===== config.mk =====
export PLATFORM = sky130hd
export DESIGN_NAME = header_length_tail_deframer
export DESIGN_NICKNAME = d
export VERILOG_FILES = /design/src/hdl/hltd_pkg.sv /design/src/hdl/hltd_parser.sv /design/src/hdl/header_length_tail_deframer.sv
export SDC_FILE = /design/constraint.sdc
export NUM_CORES = 1
export LEC_CHECK = 0
export BUFFER_PORTS_ARGS = -buffer_cell sky130_fd_sc_hd__buf_2
export CORE_UTILIZATION = 55
export CTS_CLUSTER_SIZE = 10
export DETAILED_ROUTE_END_ITERATION = 16
export PLACE_DENSITY = 0.8
export SYNTH_ARGS = -nofsm -noshare
export SYNTH_HDL_FRONTEND = slang
export SYNTH_SLANG_ARGS = --single-unit
export TNS_END_PERCENT = 30

===== constraint.sdc =====
create_clock -name clk -period 4.15 [get_ports clk]
set_input_delay 0.415 -clock clk [delete_from_list [all_inputs] [get_ports clk]]
set_output_delay 0.415 -clock clk [all_outputs]
set_load 0.1 [all_outputs]

===== src/hdl/hltd_pkg.sv =====
// shared types and constants for the header, length and tail deframer
package hltd_pkg;

  localparam int BYTE_W = 8;
  localparam int LEN_W  = 16;
  localparam int POS_W  = 17;
  localparam int HDR_W  = 32;
  localparam int IDX_W  = 2;

  localparam logic [IDX_W-1:0] CFG_HEADER = 2'd0;
  localparam logic [IDX_W-1:0] CFG_TAIL   = 2'd1;
  localparam logic [IDX_W-1:0] CFG_LIMIT  = 2'd2;

  localparam logic [LEN_W-1:0] LIMIT_RESET = 16'd1024;

  localparam logic [1:0] EV_PAYLOAD = 2'd0;
  localparam logic [1:0] EV_ACCEPT  = 2'd1;
  localparam logic [1:0] EV_DROP    = 2'd2;

  localparam logic [POS_W-1:0] HDR_BYTES   = 17'd4;
  localparam logic [POS_W-1:0] POS_LEN_LO  = 17'd4;
  localparam logic [POS_W-1:0] TAIL_OFFSET = 17'd5;

  typedef struct packed {
    logic [HDR_W-1:0]  header_pattern;
    logic [BYTE_W-1:0] tail_value;
    logic [LEN_W-1:0]  payload_limit;
  } cfg_t;

  typedef struct packed {
    logic              valid;
    logic [BYTE_W-1:0] data;
    logic [1:0]        ev;
  } res_t;

endpackage


===== src/hdl/hltd_parser.sv =====
// frame position tracking and per-byte result decode
module hltd_parser (
  input  logic                       clk,
  input  logic                       rst_n,
  input  logic                       take,
  input  logic [hltd_pkg::BYTE_W-1:0] rx_byte,
  input  hltd_pkg::cfg_t             cfg,
  output hltd_pkg::res_t             res,
  output logic [hltd_pkg::POS_W-1:0] pos
);

  logic [hltd_pkg::POS_W-1:0]  pos_r, pos_nxt;
  logic [hltd_pkg::LEN_W-1:0]  len_r, len_nxt;
  logic [hltd_pkg::BYTE_W-1:0] hdr_byte;
  logic [hltd_pkg::LEN_W-1:0]  len_full;
  logic [hltd_pkg::POS_W-1:0]  tail_pos;
  logic [hltd_pkg::POS_W-1:0]  limit_p1;

  assign hdr_byte = hltd_pkg::BYTE_W'(cfg.header_pattern >> {pos_r[1:0], 3'b000});
  assign len_full = {rx_byte, len_r[hltd_pkg::BYTE_W-1:0]};
  assign tail_pos = {1'b0, len_r} + hltd_pkg::TAIL_OFFSET;
  assign limit_p1 = {1'b0, cfg.payload_limit} + 17'd1;

  always_comb begin
    pos_nxt   = pos_r;
    len_nxt   = len_r;
    res.valid = 1'b0;
    res.data  = '0;
    res.ev    = hltd_pkg::EV_PAYLOAD;
    priority if (pos_r < hltd_pkg::HDR_BYTES) begin
      pos_nxt = (rx_byte == hdr_byte) ? pos_r + 17'd1 : '0;
    end else if (pos_r == hltd_pkg::POS_LEN_LO) begin
      len_nxt = {8'd0, rx_byte};
      pos_nxt = pos_r + 17'd1;
    end else if (pos_r == hltd_pkg::TAIL_OFFSET) begin
      len_nxt = len_full;
      if (len_full == '0 || {1'b0, len_full} > limit_p1) begin
        pos_nxt = '0;
      end else begin
        pos_nxt = pos_r + 17'd1;
      end
    end else if (pos_r >= tail_pos) begin
      res.valid = 1'b1;
      res.ev    = (rx_byte == cfg.tail_value) ? hltd_pkg::EV_ACCEPT : hltd_pkg::EV_DROP;
      pos_nxt   = '0;
    end else begin
      res.valid = 1'b1;
      res.data  = rx_byte;
      pos_nxt   = pos_r + 17'd1;
    end
  end

  always_ff @(posedge clk) begin
    if (!rst_n) begin
      pos_r <= '0;
      len_r <= '0;
    end else if (take) begin
      pos_r <= pos_nxt;
      len_r <= len_nxt;
    end
  end

  assign pos = pos_r;

endmodule


===== src/hdl/header_length_tail_deframer.sv =====
// deframer top level: config registers, parser and result register
// a result beat is registered and appears in the cycle after the byte that causes it
// throughput: one byte per cycle unless a held result beat is stalled, set by the single result register
// in_stall is high only while a held result beat is itself stalled
// reset returns to header hunting, length zero, registers to reset values
// header and length bytes, and silently dropped lengths, give no beat
module header_length_tail_deframer (
  input  logic        clk,
  input  logic        rst_n,
  input  logic        in_valid,
  output logic        in_stall,
  input  logic [7:0]  in_rx_byte,
  output logic        out_valid,
  input  logic        out_stall,
  output logic [7:0]  out_byte,
  output logic [1:0]  out_event_res,
  input  logic        cfg_we,
  input  logic [1:0]  cfg_index,
  input  logic [31:0] cfg_wdata
);

  hltd_pkg::cfg_t cfg_r;
  hltd_pkg::res_t res;
  logic           take;
  logic [16:0]    pos;
  logic           out_valid_r;
  logic [7:0]     out_byte_r;
  logic [1:0]     out_ev_r;

  always_ff @(posedge clk) begin
    if (!rst_n) begin
      cfg_r.header_pattern <= '0;
      cfg_r.tail_value     <= '0;
      cfg_r.payload_limit  <= hltd_pkg::LIMIT_RESET;
    end else if (cfg_we) begin
      unique case (cfg_index)
        hltd_pkg::CFG_HEADER: cfg_r.header_pattern <= cfg_wdata;
        hltd_pkg::CFG_TAIL:   cfg_r.tail_value     <= cfg_wdata[7:0];
        hltd_pkg::CFG_LIMIT:  cfg_r.payload_limit  <= cfg_wdata[15:0];
        default: ;
      endcase
    end
  end

  assign in_stall = out_valid_r & out_stall;
  assign take     = in_valid & ~in_stall;

  hltd_parser u_parser (
    .clk     (clk),
    .rst_n   (rst_n),
    .take    (take),
    .rx_byte (in_rx_byte),
    .cfg     (cfg_r),
    .res     (res),
    .pos     (pos)
  );

  always_ff @(posedge clk) begin
    if (!rst_n) begin
      out_valid_r <= 1'b0;
    end else if (!in_stall) begin
      out_valid_r <= take & res.valid;
    end
  end

  always_ff @(posedge clk) begin
    if (take && res.valid) begin
      out_byte_r <= res.data;
      out_ev_r   <= res.ev;
    end
  end

  assign out_valid     = out_valid_r;
  assign out_byte      = out_byte_r;
  assign out_event_res = out_ev_r;

  a_tail_zero: assert property (@(posedge clk) disable iff (!rst_n)
    out_valid && out_event_res != hltd_pkg::EV_PAYLOAD |-> out_byte == 8'd0)
    else $error("tail beat carries nonzero byte");

  a_ev_code: assert property (@(posedge clk) disable iff (!rst_n)
    out_valid |-> out_event_res == hltd_pkg::EV_PAYLOAD ||
                  out_event_res == hltd_pkg::EV_ACCEPT ||
                  out_event_res == hltd_pkg::EV_DROP)
    else $error("bad event code");

  a_tail_rehunt: assert property (@(posedge clk) disable iff (!rst_n)
    take && res.valid && res.ev != hltd_pkg::EV_PAYLOAD |=> pos == 17'd0)
    else $error("no header hunt after tail");

  a_hdr_silent: assert property (@(posedge clk) disable iff (!rst_n)
    pos <= hltd_pkg::TAIL_OFFSET |-> !res.valid)
    else $error("beat during header or length");

endmodule

==> impl_metrics.yaml, run 1 <==
critical_path:
  end_kind: "flip-flop"
  setup.worst_path.class: "flip-flop to flip-flop"
  critPathRequiredTime_ns: 4.40
  worstReg2RegStart: "u_parser.len_r[3]$_SDFFE_PN0P_"
  startpoint: "u_parser.len_r[3]$_SDFFE_PN0P_"
  critical_path.max_fanout: 8
  crit_path_start_kind: "flip-flop"
  worst_ep_arrival_time_ns: 3.89
global_route:
  track_usage_pct: 26.03
  gr-total-overflow: 0
  grt_max_degree: 57
  grt_pass1_wl_mm: 22.34
  grt_pass1_vias: 4588
  antenna_found_initial: 0
logic_synthesis:
  syn_area_um2: 5723
  synth_cell_type_count: 51
  synth-seq-cells: 100
  yosysWarningCount: 0
  syn-num-nets: 750
  syn_avg_cell_area_um2: 8.619
  yosysSeqAreaShare_pct: 36.73
  postSynthCellCount: 664
timing:
  post-route-min-period_ns: 3.643
  slew_violations: 0
  tightest_slew_ns: 0.8790
  clock-skew-final_ns: 0.01355
  period_share_pct: 87.79
  rsz0062_at_grt: "no"
  setup_ws_ns: 0.5066
  relSlewSlack_pct: 41.18
  fin_setup_tns_ns: 0
  hold_violations: 0
  fmax_mhz: 274.5
  setup_viol: 0
floorplan:
  die_y_um: 104.0
  core-area_um2: 9910
  num_rows: 36
  fp.dieW_um: 104.0
  io_pins: 59
  initial_utilization_pct: 57.75
  die-area_um2: 10820
job:
  drv_cap: 0
cells_and_area:
  stdcell_area_um2: 6274
  syn_to_final_growth_pct: 9.620
  drive_gt1_share_pct: 13.48
  antenna_cells: 0
  finalNonFillerCells: 845
  layout.nets: 793
power_and_ir_drop:
  clkPwrFrac_pct: 33.9
  p_int_uw: 1281
  p_comb_share_pct: 8.4
  pwr-share-seq_pct: 57.7
  switching_share_pct: 26.40
  vdd_drop_max_mv: 0.2335
  power_leakage_uw: 0.002510
  powerDensity_nw_per_um2: 277.4
  switchingPower_uw: 459.3
cts:
  post_cts_buffers: 0
  insertion_delay_ns: 0.39
  holdBufCountCts: 0
  cts.clk_slew.worst_paths_ns: 0.10
  cts_resized: 0
  cts_buffer_depth: 2
  htreeDepth: 3
  cts_root_buffer: "clkbuf_8"
  cts_tree: "yes"
  cts_made_buffers: 9
  numClockSinks: 100
placement:
  postPlaceCellArea_um2: 6093
  portBuffers: 58
  dp_cells: 829
  pre_cts_ws_ns: 0.5631
  gp_congestion: 0.9354
  dp_hpwl_mm: 10.11
worst_hold_path:
  min_path_type: "primary input to flip-flop"
  worstHoldStart: "cfg_wdata[31]"
route:
  drt_pre_antenna_iters: 4
  drt_wl_total_mm: 13.51
  drt-initial-drc-count: 139
  drc: 0
  antenna_left: 0
  vias: 4859
  route.detailed.vias_per_inst: 5.750
  wire_per_inst_um: 15.99
run_status:
  status: "completed"
[area by class of cell]
cell class | count | area [um^2]
repair buffers | 61 | 312.8
inverters | 12 | 45.04
well taps | 133 | 166.4
clock buffers | 9 | 123.9
clock inverters | 7 | 56.30
multi-input cells | 523 | 3467
flip-flops and latches | 100 | 2102
fillers | 867 | 3636
[logic make-up after synthesis]
| logic type | share of synthesized area, % |
|---|---|
| simple gates | 25.21 |
| compound gates | 13.34 |
| buf+inv | 2.777 |
| flops | 36.73 |
| fa+ha+maj | 8.526 |
| mux | 4.547 |
| xor+xnor | 8.876 |
[power groups by stage]
stage | sequential, uW | combinational, uW | clock (uW)
finish | 1000 | 147 | 589
global placement | 1030 | 142 | 0
global route | 1010 | 164 | 641
floorplan | 1020 | 86.5 | 0
detailed placement | 1030 | 146 | 0
CTS | 1000 | 147 | 602
[state kept, by name, indices dropped and copies added, names as in the netlist]
signal	flops
u_parser.pos	17
out_byte	8
out_valid	1
cfg_r	56
out_event_res	2
u_parser.len_r	16
[Yosys cell counts, drive strengths merged]
cell type | count | area, um^2
o21ai | 6 | 30.03
or3b | 1 | 8.760
a21o | 3 | 22.52
a2bb2oi | 1 | 15.01
clkbuf | 23 | 86.33
and3 | 11 | 68.82
nand3b | 2 | 15.01
nand4 | 14 | 87.58
mux2i | 8 | 80.08
or4 | 1 | 11.26
edfxtp | 10 | 300.3
a32o | 1 | 10.01
nor2b | 11 | 68.82
mux4 | 8 | 180.2
and4 | 4 | 35.03
o2bb2ai | 1 | 8.760
or3 | 2 | 12.51
or2 | 2 | 12.51
a21boi | 66 | 495.5
nor3 | 7 | 46.30
xor2 | 35 | 306.5
inv | 12 | 45.04
nand3 | 33 | 170.2
o32ai | 1 | 8.760
nor3b | 1 | 7.510
a2111o | 1 | 11.26
buf | 6 | 27.53
o211a | 2 | 20.02
a211oi | 3 | 22.52
nor4b | 1 | 8.760
a21oi | 14 | 73.82
dfxtp | 90 | 1802
o21bai | 1 | 7.510
and3b | 2 | 17.52
o21a | 2 | 15.01
ha | 39 | 488.0
nand2 | 156 | 585.6
nor2 | 35 | 133.9
o211ai | 1 | 7.510
and2 | 15 | 93.84
o22ai | 1 | 6.260
a221oi | 1 | 8.760
xnor2 | 23 | 201.4
nor4 | 7 | 58.81
[critical path: stages (launching register included)]
cell and delay (ns):
dfxtp_1 0.47, nand3_1 0.15, o21bai_1 0.23, nor2_1 0.24, nand2_1 0.11, xor2_1 0.15, ha_1 0.31, a21oi_1 0.15
nor2_1 0.07, a211oi_1 0.23, o21ai_0 0.13, a221oi_1 0.66, nor2b_1 0.41, and2_1 0.20
[cell usage in the layout, fill, tap and decap left out, types with 3 or more instances in the layout]
master	instances
nor2b_1	11
edfxtp_1	10
nand4_1	14
o21ai_0	6
and4_1	4
buf_4	3
nand2_1	156
nor4_1	6
a211oi_1	3
inv_1	12
a21o_1	3
a21boi_1	10
and3_1	11
mux4_2	8
a21oi_1	13
nor3_1	6
and2_1	15
mux2i_1	8
ha_1	39
buf_2	58
a21boi_0	56
nand3_1	32
xor2_1	35
xnor2_1	23
dfxtp_1	90
clkbuf_8	9
nor2_1	34
[per-stage QoR]
stage	hold WS, ns	total power [uW]	util [%]
floorplan	0.4402	1108	-
global placement	0.4497	1167	61.49
detailed placement	0.4570	1173	61.49
CTS	0.2484	1753	63.31
global route	0.2531	1811	63.31
finish	0.2593	1740	63.31
[per-layer routing]
layer / wire (um) / up-vias / share of wire [%] / track usage [%]
met5: 0 / - / 0 / 0
met2: 6534 / 147 / 48 / 43.52
met1: 5739 / 2306 / 42 / 31.59
met4: 418 / 0 / 3.1 / 12.24
li1: - / 2372 / - / -
met3: 817 / 34 / 6.0 / 6.140
[path summary, 6_finish.rpt]
check	endpoint	slack, ns	cells after the start
setup reg to reg	out_byte[5]$_SDFFCE_PP0P_	0.51	13
hold reg to reg	cfg_r[53]$_SDFFE_PN0P_	0.47	2
hold / removal	cfg_r[55]$_SDFFE_PN0P_	0.26	3
setup / recovery	out_byte[5]$_SDFFCE_PP0P_	0.51	13
(Power assumes the default switching activity.)
==> run 2, diff against run 1 <==
CELL_PAD_IN_SITES_DETAIL_PLACEMENT = 0   (was unset)
CELL_PAD_IN_SITES_GLOBAL_PLACEMENT = 2   (was unset)
CORE_UTILIZATION = 36   (was 55)
PLACE_DENSITY = 0.85   (was 0.8)
==> run 2 against run 1 <==
Compared with the run above: final area is 3.8% higher; worst setup slack better by 0.069 ns; total power is 16% higher; sequential share of layout area is 1.2 points lower; largest cell class unchanged; largest power group unchanged.
==> impl_metrics.yaml, run 2 (synthesis results as in run 1) <==
run_status:
  status: "completed"
critical_path:
  reg2reg_depth: 13
  critical_path.max_fanout: 8
  critical_path.reg2reg.endpoint: "out_byte[1]$_SDFFCE_PP0P_"
  r2r_slack_ns: 0.58
  cp-endpoint: "out_byte[1]$_SDFFCE_PP0P_"
  crit_path_start_kind: "flip-flop"
  worst_ep_arrival_time_ns: 3.79
  end_kind: "flip-flop"
  critPathRequiredTime_ns: 4.36
  worstReg2RegStart: "u_parser.len_r[3]$_SDFFE_PN0P_"
  startpoint: "u_parser.len_r[3]$_SDFFE_PN0P_"
  setup.worst_path.class: "flip-flop to flip-flop"
floorplan:
  fp.dieW_um: 128.1
  num_rows: 45
  io_pins: 59
  core-area_um2: 15370
  die_y_um: 128.1
  die-area_um2: 16410
  initial_utilization_pct: 37.23
cts:
  cts_tree: "yes"
  cts_buffer_depth: 2
  cts.clk_slew.worst_paths_ns: 0.07
  holdBufCountCts: 0
  cts_root_buffer: "clkbuf_16"
  insertion_delay_ns: 0.35
  cts_resized: 0
  cts_made_buffers: 9
  htreeDepth: 3
  post_cts_buffers: 0
  numClockSinks: 100
worst_hold_path:
  min_path_type: "primary input to flip-flop"
cells_and_area:
  largest_register_ffs: 56
  multi_input_area_um2: 3467
  syn_to_final_growth_pct: 13.77
  final_common_cell: "nand2_1"
  final_cell_mix: "156 x nand2_1, 90 x dfxtp_1, 58 x buf_2, 56 x a21boi_0, 39 x ha_1"
  drive_gt1_share_pct: 13.59
  biggestRegsByFlops: "cfg_r (56), u_parser.pos (17), u_parser.len_r (16)"
  antenna_cells: 0
  layout.nets: 795
  fill_cells: 1572
  seq_area_um2: 2102
  regMostFlops: "cfg_r"
timing:
  clock-skew-final_ns: 0.008522
  tightest_slew_ns: 1.116
  hold_violations: 0
  slew_violations: 0
  setup_viol: 0
  relSlewSlack_pct: 25.59
  hold_slack_ns: 0.3080
  period_share_pct: 86.12
  post-route-min-period_ns: 3.574
  fin_setup_tns_ns: 0
  fmax_mhz: 279.8
  rsz0062_at_grt: "no"
placement:
  portBuffers: 58
  gp_congestion: 0.8892
  dp_hpwl_mm: 11.00
power_and_ir_drop:
  p_comb_share_pct: 7.4
  p_int_uw: 1535
  clkPwrFrac_pct: 43.1
  vdd_drop_max_mv: 0.2196
  power_leakage_uw: 0.002575
  powerDensity_nw_per_um2: 310.9
  switching_share_pct: 24.20
  switchingPower_uw: 489.9
  pwr-share-seq_pct: 49.6
global_route:
  grt_max_degree: 68
  antenna_found_initial: 0
  gr-total-overflow: 0
  grt_pass1_vias: 4628
  track_usage_pct: 18.97
  grt_pass1_wl_mm: 23.83
route:
  route.detailed.vias_per_inst: 5.092
  wl_met2_mm: 7.003
  routed.top_layer: "met4"
  wire_per_inst_um: 15.65
  drt_pre_antenna_iters: 4
  dr_wl_met3_um: 670
  antenna_left: 0
  drc: 0
  drt_wl_total_mm: 14.48
  wl_met1_mm: 6.535
  drt-initial-drc-count: 175
  vias: 4710
job:
  drv_cap: 0
==> run 2: power groups by stage <==
stage	Sequential (uW)	Combinational (uW)	Clock [uW]
5_1_grt	1010	167	946
3_5_place_dp	1030	151	0
6_report	1000	149	872
4_1_cts	1000	151	901
2_1_floorplan	1020	86.5	0
3_3_place_gp	1030	148	0
==> run 2: worst max-delay path, cell delays in order (launching register included) <==
cell,delay [ns]
dfxtp_1,0.45
nand3_1,0.14
o21bai_1,0.22
nor2_1,0.23
nand2_1,0.10
xor2_1,0.16
ha_1,0.30
a21oi_1,0.16
nor2_1,0.06
a211oi_1,0.19
o21ai_0,0.11
a221oi_1,0.70
nor2b_1,0.41
and2_1,0.20
==> run 2: final cells by class <==
cell class	instances	area share (%)
repair buffers	63	5.035
flip-flops and latches	100	32.28
clock inverters	6	1.172
inverters	12	0.6918
multi-input cells	523	53.25
clock buffers	10	3.517
well taps	211	4.055
==> run 2: worst min-delay path by stage <==
| stage | start | to | slack (ns) | cells past startpoint |
|---|---|---|---|---|
| floorplan | cfg_r[40]$_SDFFE_PN0P_ | cfg_r[40]$_SDFFE_PN0P_ | 0.44 | 2 |
| global placement | cfg_r[26]$_SDFFE_PN0P_ | cfg_r[26]$_SDFFE_PN0P_ | 0.46 | 2 |
| detailed placement | cfg_r[25]$_SDFFE_PN0P_ | cfg_r[25]$_SDFFE_PN0P_ | 0.46 | 2 |
| CTS | cfg_wdata[21] | cfg_r[45]$_SDFFE_PN0P_ | 0.30 | 3 |
| global route | cfg_wdata[18] | cfg_r[42]$_SDFFE_PN0P_ | 0.31 | 3 |
| finish | cfg_wdata[22] | cfg_r[46]$_SDFFE_PN0P_ | 0.31 | 3 |
==> run 2: per-stage QoR <==
stage / setup slack [ns] / utilization, % / total power (uW) / area, um^2 / cells
finish: 0.5760 / 42.36 / 2025 / 6511 / 925
global route: 0.2011 / 42.36 / 2120 / 6511 / 925
CTS: 0.5336 / 42.36 / 2057 / 6511 / 925
detailed placement: 0.5802 / 40.37 / 1177 / 6206 / 909
global placement: 0.7094 / 40.37 / 1174 / 6206 / 909
floorplan: 1.172 / - / 1108 / 5723 / 664
==> run 2: layer usage <==
| metal | vias up | GRT usage, % |
|---|---|---|
| met5 | - | 0 |
| met4 | 0 | 5.744 |
| met3 | 23 | 4.549 |
| met2 | 87 | 32.80 |
| met1 | 2224 | 23.24 |
| li1 | 2376 | - |
==> run 3, diff against run 2 <==
CORE_UTILIZATION = 33   (was 36)
PLACE_DENSITY = 0.82   (was 0.85)
clock period = 3.19 ns   (was 4.15 ns; I/O delays follow)
==> run 3 against run 2 <==
Compared with the run above: critical path depth stayed put; clock skew is 0.00078 ns lower; core utilization decreased by 2.8 points; sequential share of layout area fell by 0.60 points; clock power increased by 19%; fmax rose by 17%; die area grew 8.9%; non-clock buffer count rose by 13; final area increased by 1.9%; critical path type unchanged; final cell count up 2.4%; via count rose by 1.6%.
==> impl_metrics.yaml, run 3 (synthesis results as in run 1) <==
placement:
  dp_hpwl_mm: 11.49
  portBuffers: 58
  dp_cells: 931
  gp_congestion: 0.8356
  postPlaceCellArea_um2: 6327
power_and_ir_drop:
  power_leakage_uw: 0.002631
  power.total_uw: 2553
  powerDensity_nw_per_um2: 384.7
  vdd_drop_max_mv: 0.2735
job:
  drv_cap: 0
cts:
  cts_buffer_depth: 2
  cts_tree: "yes"
  holdBufCountCts: 0
  cts_root_buffer: "clkbuf_16"
  htreeDepth: 3
  cts_made_buffers: 9
  numClockSinks: 100
  insertion_delay_ns: 0.35
  cts.clk_slew.worst_paths_ns: 0.07
  post_cts_buffers: 0
timing:
  fin_setup_tns_ns: 0
  setup_viol: 0
  fmax_mhz: 328.3
  post-route-min-period_ns: 3.046
  clock-skew-final_ns: 0.007745
  rsz0062_at_grt: "no"
  hold_violations: 0
  period_share_pct: 95.49
  relSlewSlack_pct: 32.18
  tightest_slew_ns: 1.014
  slew_violations: 0
cells_and_area:
  drive_gt1_share_pct: 16.09
  finalNonFillerCells: 947
  syn_to_final_growth_pct: 15.98
  regMostFlops: "cfg_r"
  largest_register_ffs: 56
  final_cell_mix: "156 x nand2_1, 89 x dfxtp_1, 58 x buf_2, 55 x a21boi_0, 39 x ha_1"
  final_common_cell: "nand2_1"
  layout.nets: 808
  biggestRegsByFlops: "cfg_r (56), u_parser.pos (17), u_parser.len_r (16)"
  stdcell_area_um2: 6638
  antenna_cells: 0
floorplan:
  die_y_um: 133.7
  io_pins: 59
  core-area_um2: 16760
  initial_utilization_pct: 34.15
  num_rows: 47
  die-area_um2: 17870
  fp.dieW_um: 133.7
worst_hold_path:
  min_path_type: "primary input to flip-flop"
route:
  drt_pre_antenna_iters: 4
  route.detailed.vias_per_inst: 5.054
  drt-initial-drc-count: 222
  vias: 4786
  wire_per_inst_um: 16.09
  drt_wl_total_mm: 15.23
  antenna_left: 0
  drc: 0
critical_path:
  setup.worst_path.class: "flip-flop to flip-flop"
  end_kind: "flip-flop"
  crit_path_start_kind: "flip-flop"
  critPathRequiredTime_ns: 3.49
  worst_ep_arrival_time_ns: 3.34
  critical_path.max_fanout: 5
run_status:
  status: "completed"
global_route:
  grt_max_degree: 58
  grt_pass1_vias: 4693
  grt_pass1_wl_mm: 24.68
  track_usage_pct: 17.98
  gr-total-overflow: 0
  antenna_found_initial: 0
run 3: timing repair:
action                                  4_1_cts  5_1_grt
endpoints found under the setup margin       12       24
cloned                                        0        0
pin swaps                                     0        1
resized for setup                             2        7
run 3: per-layer routing:
metal | vias to the layer above | GRT usage, % | share of wire, %
li1 | 2398 | - | -
met1 | 2257 | 22.21 | 45
met2 | 110 | 30.99 | 49
met3 | 21 | 3.843 | 4.3
met4 | 0 | 5.808 | 1.9
met5 | - | 0 | 0
run 3: area by class of cell:
class	instances	area (um^2)
clock buffer	12	246.5
multi-input combinational	523	3498
inverter	12	45.04
tap	220	275.3
fill	1765	10120
clock inverter	4	31.28
timing repair buffer	76	437.9
sequential	100	2103
run 3: final timing paths:
check,from,to,slack (ns),depth (start not counted)
max reg2reg,u_parser.len_r[1]$_SDFFE_PN0P_,u_parser.pos[3]$_SDFFE_PN0P_,0.14,13
max,u_parser.len_r[1]$_SDFFE_PN0P_,u_parser.pos[3]$_SDFFE_PN0P_,0.14,13
min reg2reg,cfg_r[25]$_SDFFE_PN0P_,cfg_r[25]$_SDFFE_PN0P_,0.46,2
min,cfg_wdata[10],cfg_r[10]$_SDFFE_PN1P_,0.20,3
run 3: stage by stage:
step	utilization, %	setup WS [ns]	hold WS, ns
global placement	37.75	0.06309	0.4499
finish	39.60	0.1437	0.2036
CTS	39.46	0.08455	0.1971
global route	39.60	0.003679	0.2010
floorplan	-	0.2119	0.4402
detailed placement	37.75	-0.05675	0.4558
run 3: where the power goes:
part | switching (uW) | internal, uW
clock | 487 | 557
sequential | 15.6 | 1290
combinational | 119 | 86.5
total | 621 | 1930
run 3: critical path, cell delays in order (launching register included):
cell and delay, ns:
dfxtp_1 0.40, a21oi_1 0.16, or3_1 0.44, nor2_1 0.17
xnor2_1 0.13, ha_1 0.26, nand2_1 0.07, nor2_1 0.04
a211oi_1 0.19, o21ai_0 0.14, a221oi_2 0.37, buf_4 0.19
a2bb2oi_2 0.24, o211a_1 0.17
